`config.mk`:
```
export PLATFORM = sky130hd
export DESIGN_NAME = fpsqrt_cell
export DESIGN_NICKNAME = d
export VERILOG_FILES = /design/src/rtl/fpsqrt_pkg.sv /design/src/rtl/fpsqrt_cell.sv
export SDC_FILE = /design/constraint.sdc
export NUM_CORES = 1
export LEC_CHECK = 0
export CORE_AREA = 2 2 153 155
export CTS_BUF_LIST = sky130_fd_sc_hd__clkbuf_4 sky130_fd_sc_hd__clkbuf_8
export DETAILED_ROUTE_END_ITERATION = 6
export DIE_AREA = 0 0 155 157
export DONT_BUFFER_PORTS = 1
export SLEW_MARGIN = 25
export SYNTH_ARGS = -nofsm -noshare
export SYNTH_HDL_FRONTEND = slang
export SYNTH_SLANG_ARGS = --single-unit
export TNS_END_PERCENT = 100
```
`constraint.sdc`:
```
create_clock -name i_clk -period 2.7 [get_ports i_clk]
set_input_delay 0.135 -clock i_clk [delete_from_list [all_inputs] [get_ports i_clk]]
set_output_delay 0.135 -clock i_clk [all_outputs]
set_load 0.02 [all_outputs]
```
`src/rtl/fpsqrt_pkg.sv`:
```
package fpsqrt_pkg;

    localparam int SCALE_SHIFT = 32;
    localparam int OPND_W     = 64;
    localparam int ROOT_W     = 48;
    localparam int RAD_W      = 2 * ROOT_W;
    localparam int REM_W      = ROOT_W + 2;
    localparam int NUM_CELLS  = ROOT_W;

    localparam logic [ROOT_W-1:0] ROOT_MAX = 48'd199032864766430;

    typedef struct packed {
        logic              valid;
        logic [REM_W-1:0]  rem;
        logic [ROOT_W-1:0] root;
        logic [RAD_W-1:0]  rad;
    } t_cell;

endpackage

```
`src/rtl/fpsqrt_cell.sv`:
```
module fpsqrt_cell (
    input  logic                i_clk,
    input  logic                i_rst_n,
    input  logic                i_adv,
    input  fpsqrt_pkg::t_cell   i_cell,
    output fpsqrt_pkg::t_cell   o_cell
);
    import fpsqrt_pkg::*;

    t_cell              r_cell;
    t_cell              n_cell;
    logic [REM_W+1:0]   w_rem_sh;
    logic [REM_W+1:0]   w_trial;
    logic [REM_W+1:0]   w_diff;
    logic               w_ge;

    always_comb begin
        w_rem_sh = {i_cell.rem, i_cell.rad[RAD_W-1 -: 2]};
        w_trial  = {2'b00, i_cell.root, 2'b01};
        w_diff   = w_rem_sh - w_trial;
        w_ge     = (w_rem_sh >= w_trial);

        n_cell.valid = i_cell.valid;
        n_cell.rem   = w_ge ? w_diff[REM_W-1:0] : w_rem_sh[REM_W-1:0];
        n_cell.root  = {i_cell.root[ROOT_W-2:0], w_ge};
        n_cell.rad   = {i_cell.rad[RAD_W-3:0], 2'b00};
    end

    always_ff @(posedge i_clk) begin
        if (!i_rst_n) begin
            r_cell.valid <= 1'b0;
        end else if (i_adv) begin
            r_cell.valid <= n_cell.valid;
        end
        if (i_adv) begin
            r_cell.rem  <= n_cell.rem;
            r_cell.root <= n_cell.root;
            r_cell.rad  <= n_cell.rad;
        end
    end

    assign o_cell = r_cell;

`ifndef SYNTHESIS
    a_rem_bound: assert property (@(posedge i_clk) disable iff (!i_rst_n)
        r_cell.valid |-> ({1'b0, r_cell.rem} <= {2'b00, r_cell.root, 1'b0}))
        else $error("remainder exceeds twice the partial root");

    a_hold: assert property (@(posedge i_clk) disable iff (!i_rst_n)
        !i_adv |=> $stable(r_cell))
        else $error("cell changed while the row was frozen");

    a_advance: assert property (@(posedge i_clk) disable iff (!i_rst_n)
        i_adv |=> (r_cell.valid == $past(i_cell.valid)))
        else $error("valid bit did not move with the row");
`endif

endmodule
```
==> qor.txt <==
Final Core Density: 0.550
RSZ-0062 raised after global routing: no
Setup-failing EPs final: 0
failing checks: DRC, hold timing
antenna cell count: 0
die area: 24300 sq um
Netlist cell types: 52
Mapped Cells: 795
clk slew on worst S/H paths: 0.12 ns
Area growth syn-to-layout: 32.0%
design area: 12400 sq um
Slew @ Worst Pin: 0.609 ns
Max Cap Viol: 0
Max-slew headroom: 0.594
Resize count post-CTS: 0
number of global-route vias before repair: 7271
layout cell share with drive strength beyond 1: 0.0880
DR iter-0 viols: 491
fin. max-slew vios: 0
Worst EP required: 2.91 ns
CTS tree: yes
CP max-delay cell: a311oi_1
Starting Density: 0.416
clk_skew: 0 ns
Final #Nets: 1280
DRT Pass-1 Iters: 7
LEAKAGE: 4.79 nW
total grt overflow: 0
Horiz. Die Dim: 155 um
Final HPWL DP: 20.5 mm
initial antenna violation count: 0
critical path capture point type: register
total negative slack: 0 ns
post-CTS setup repair buffer count: 0
status: finished, violations left
# port buffers: 0
GRT Resource Usage Total: 0.236
final antenna-violating net count: 0
Area after DPL: 10000 sq um
Num CTS Buffers: 17
largest net degree at the start of global routing: 194
startpoint type of the worst setup path: input port
# DRC: 4
top-level port count: 393
Tmin final: 2.42 ns
clk sinks: 193
Clk Tree Root Cell: clkbuf_8
H-tree level count: 4
wire length per cell: 22.3 um
CTS Buffer Depth: 2
CP arrival: 2.64 ns
Post-Syn Area: 9370 sq um
Hold Fails Final Rpt: 37
Power Dens Cells: 603 nW/um^2
fmax: 413 MHz
vias per cell: 5.31
Buf/Inv on CP: 2
Worst path top cell family by delay: compound AO/OA/AOI/OAI gates
Core ar.: 22500 sq um
Synth warnings: 0
max reg flops: 193
total chip power: 7.46 mW
R2R Setup Slk: 1.36 ns
crit-path cells: inv_1 -> ha_1 -> buf_4 -> a21oi_1 -> o21ai_0 -> a311oi_1 -> a211oi_1 -> nor2_1 -> o21ai_1 -> a311oi_1 -> xor2_1 -> o21ai_0
kind of critical path: in -> reg
worst skew pair latency: 0.46 ns
WHS: -0.212 ns
critical path fanouts, max: 7
Placed Cells: 1105
CP peak stage delay: 0.39 ns
Hold Crit Class: in -> reg
# hold bufs at CTS: 193
fraction of registers with async set/reset: 0
Synth Flop Type: edfxtp_1
Post-synth EDFFs: 192
maximum VDD drop: 0.000334 V
DIE HEIGHT: 157 um
first-pass GRT wire length: 43.0 mm
WL final: 29.7 mm
fin crit share: 0.897
vias: 7061
Seq cells post-synth: 193
Post-Syn Area per Cell: 11.8 sq um
RD Place Congestion: 0.839
Final Non-Filler Cells: 1330
register area share after synthesis: 0.618
FP Rows: 55
synth_stat cells, types with 6 or more instances:
cell type	n	area share
a21o_1	11	0.0088
a21oi_1	62	0.033
buf_2	13	0.0069
clkbuf_1	11	0.0044
edfxtp_1	192	0.62
ha_1	50	0.067
inv_1	74	0.030
nand2_1	94	0.038
nand3_1	11	0.0059
nand4_1	13	0.0087
nor2_1	30	0.012
nor2b_1	9	0.0060
nor3_1	7	0.0037
o211ai_1	8	0.0064
o21ai_0	80	0.043
o21bai_1	10	0.0080
or3_1	6	0.0040
xnor2_1	22	0.021
xor2_1	20	0.019
worst paths after layout:
path,start,endpoint,cells after the start
max,i_cell[110],o_cell[191],12
min reg2reg,o_cell[194],o_cell[194],3
max reg2reg,o_cell[194],o_cell[194],3
min,i_adv,o_cell[152],0
layout make-up:
cell class              count  area, sq um
clock buffers              17          234
clock inverters            15          180
fillers                  1881        10100
inverters                  74          278
multi-input cells         501         3180
flip-flops and latches    193         5790
well taps                 285          357
repair buffers            245         2360
cells by family (layout without fill, tap and decap cells):
family                   count (synthesis)  in the layout  share of synthesized area
buffers and inverters                  102            351                     0.0446
AO/OA/AOI/OAI                          216            216                      0.138
other                                    1              2                   0.000400
AND/OR/NAND/NOR                        190            190                     0.0921
XOR/XNOR                                42             42                     0.0393
multiplexers                             1              1                    0.00107
flip-flops                             193            193                      0.618
adder cells (fa/ha/maj)                 50             50                     0.0668
metrics by stage:
step	hold WS [ns]	setup slack [ns]
global route	-0.261	0.0993
floorplan	0.234	0.106
detailed placement	0.234	-0.189
finish	-0.212	0.279
global placement	0.234	-0.252
CTS	-0.256	0.301
placed cells by master, fill, tap and decap left out, types with 6 or more instances in the layout:
cell type / Yosys / routed
a21o_1: 11 / 11
a21oi_1: 62 / 62
buf_4: 3 / 49
clkbuf_8: 0 / 17
dlygate4sd3_1: 0 / 193
edfxtp_1: 192 / 192
ha_1: 50 / 50
inv_1: 74 / 74
nand2_1: 94 / 94
nand3_1: 11 / 11
nand4_1: 13 / 13
nor2_1: 30 / 30
nor2b_1: 9 / 9
nor3_1: 7 / 7
o211ai_1: 8 / 8
o21ai_0: 80 / 80
o21bai_1: 10 / 10
or3_1: 6 / 6
xnor2_1: 22 / 22
xor2_1: 20 / 20
routing by layer:
layer  vias to the layer above  global-route usage  share of wire  wire length [um]
met5                         -                   0              0                 0
met2                       315               0.415           0.50             14900
met4                         0              0.0661          0.018               542
met1                      3350               0.285           0.40             12000
li1                       3369                   -              -                 -
met3                        27              0.0675          0.075              2220
power breakdown:
part | leakage (nW) | internal (mW) | switching, mW
clock network | 0.208 | 0.716 | 1.23
registers | 1.89 | 3.70 | 0.568
logic | 2.69 | 0.619 | 0.627
No activity file was read; power rests on OpenSTA's default activity.
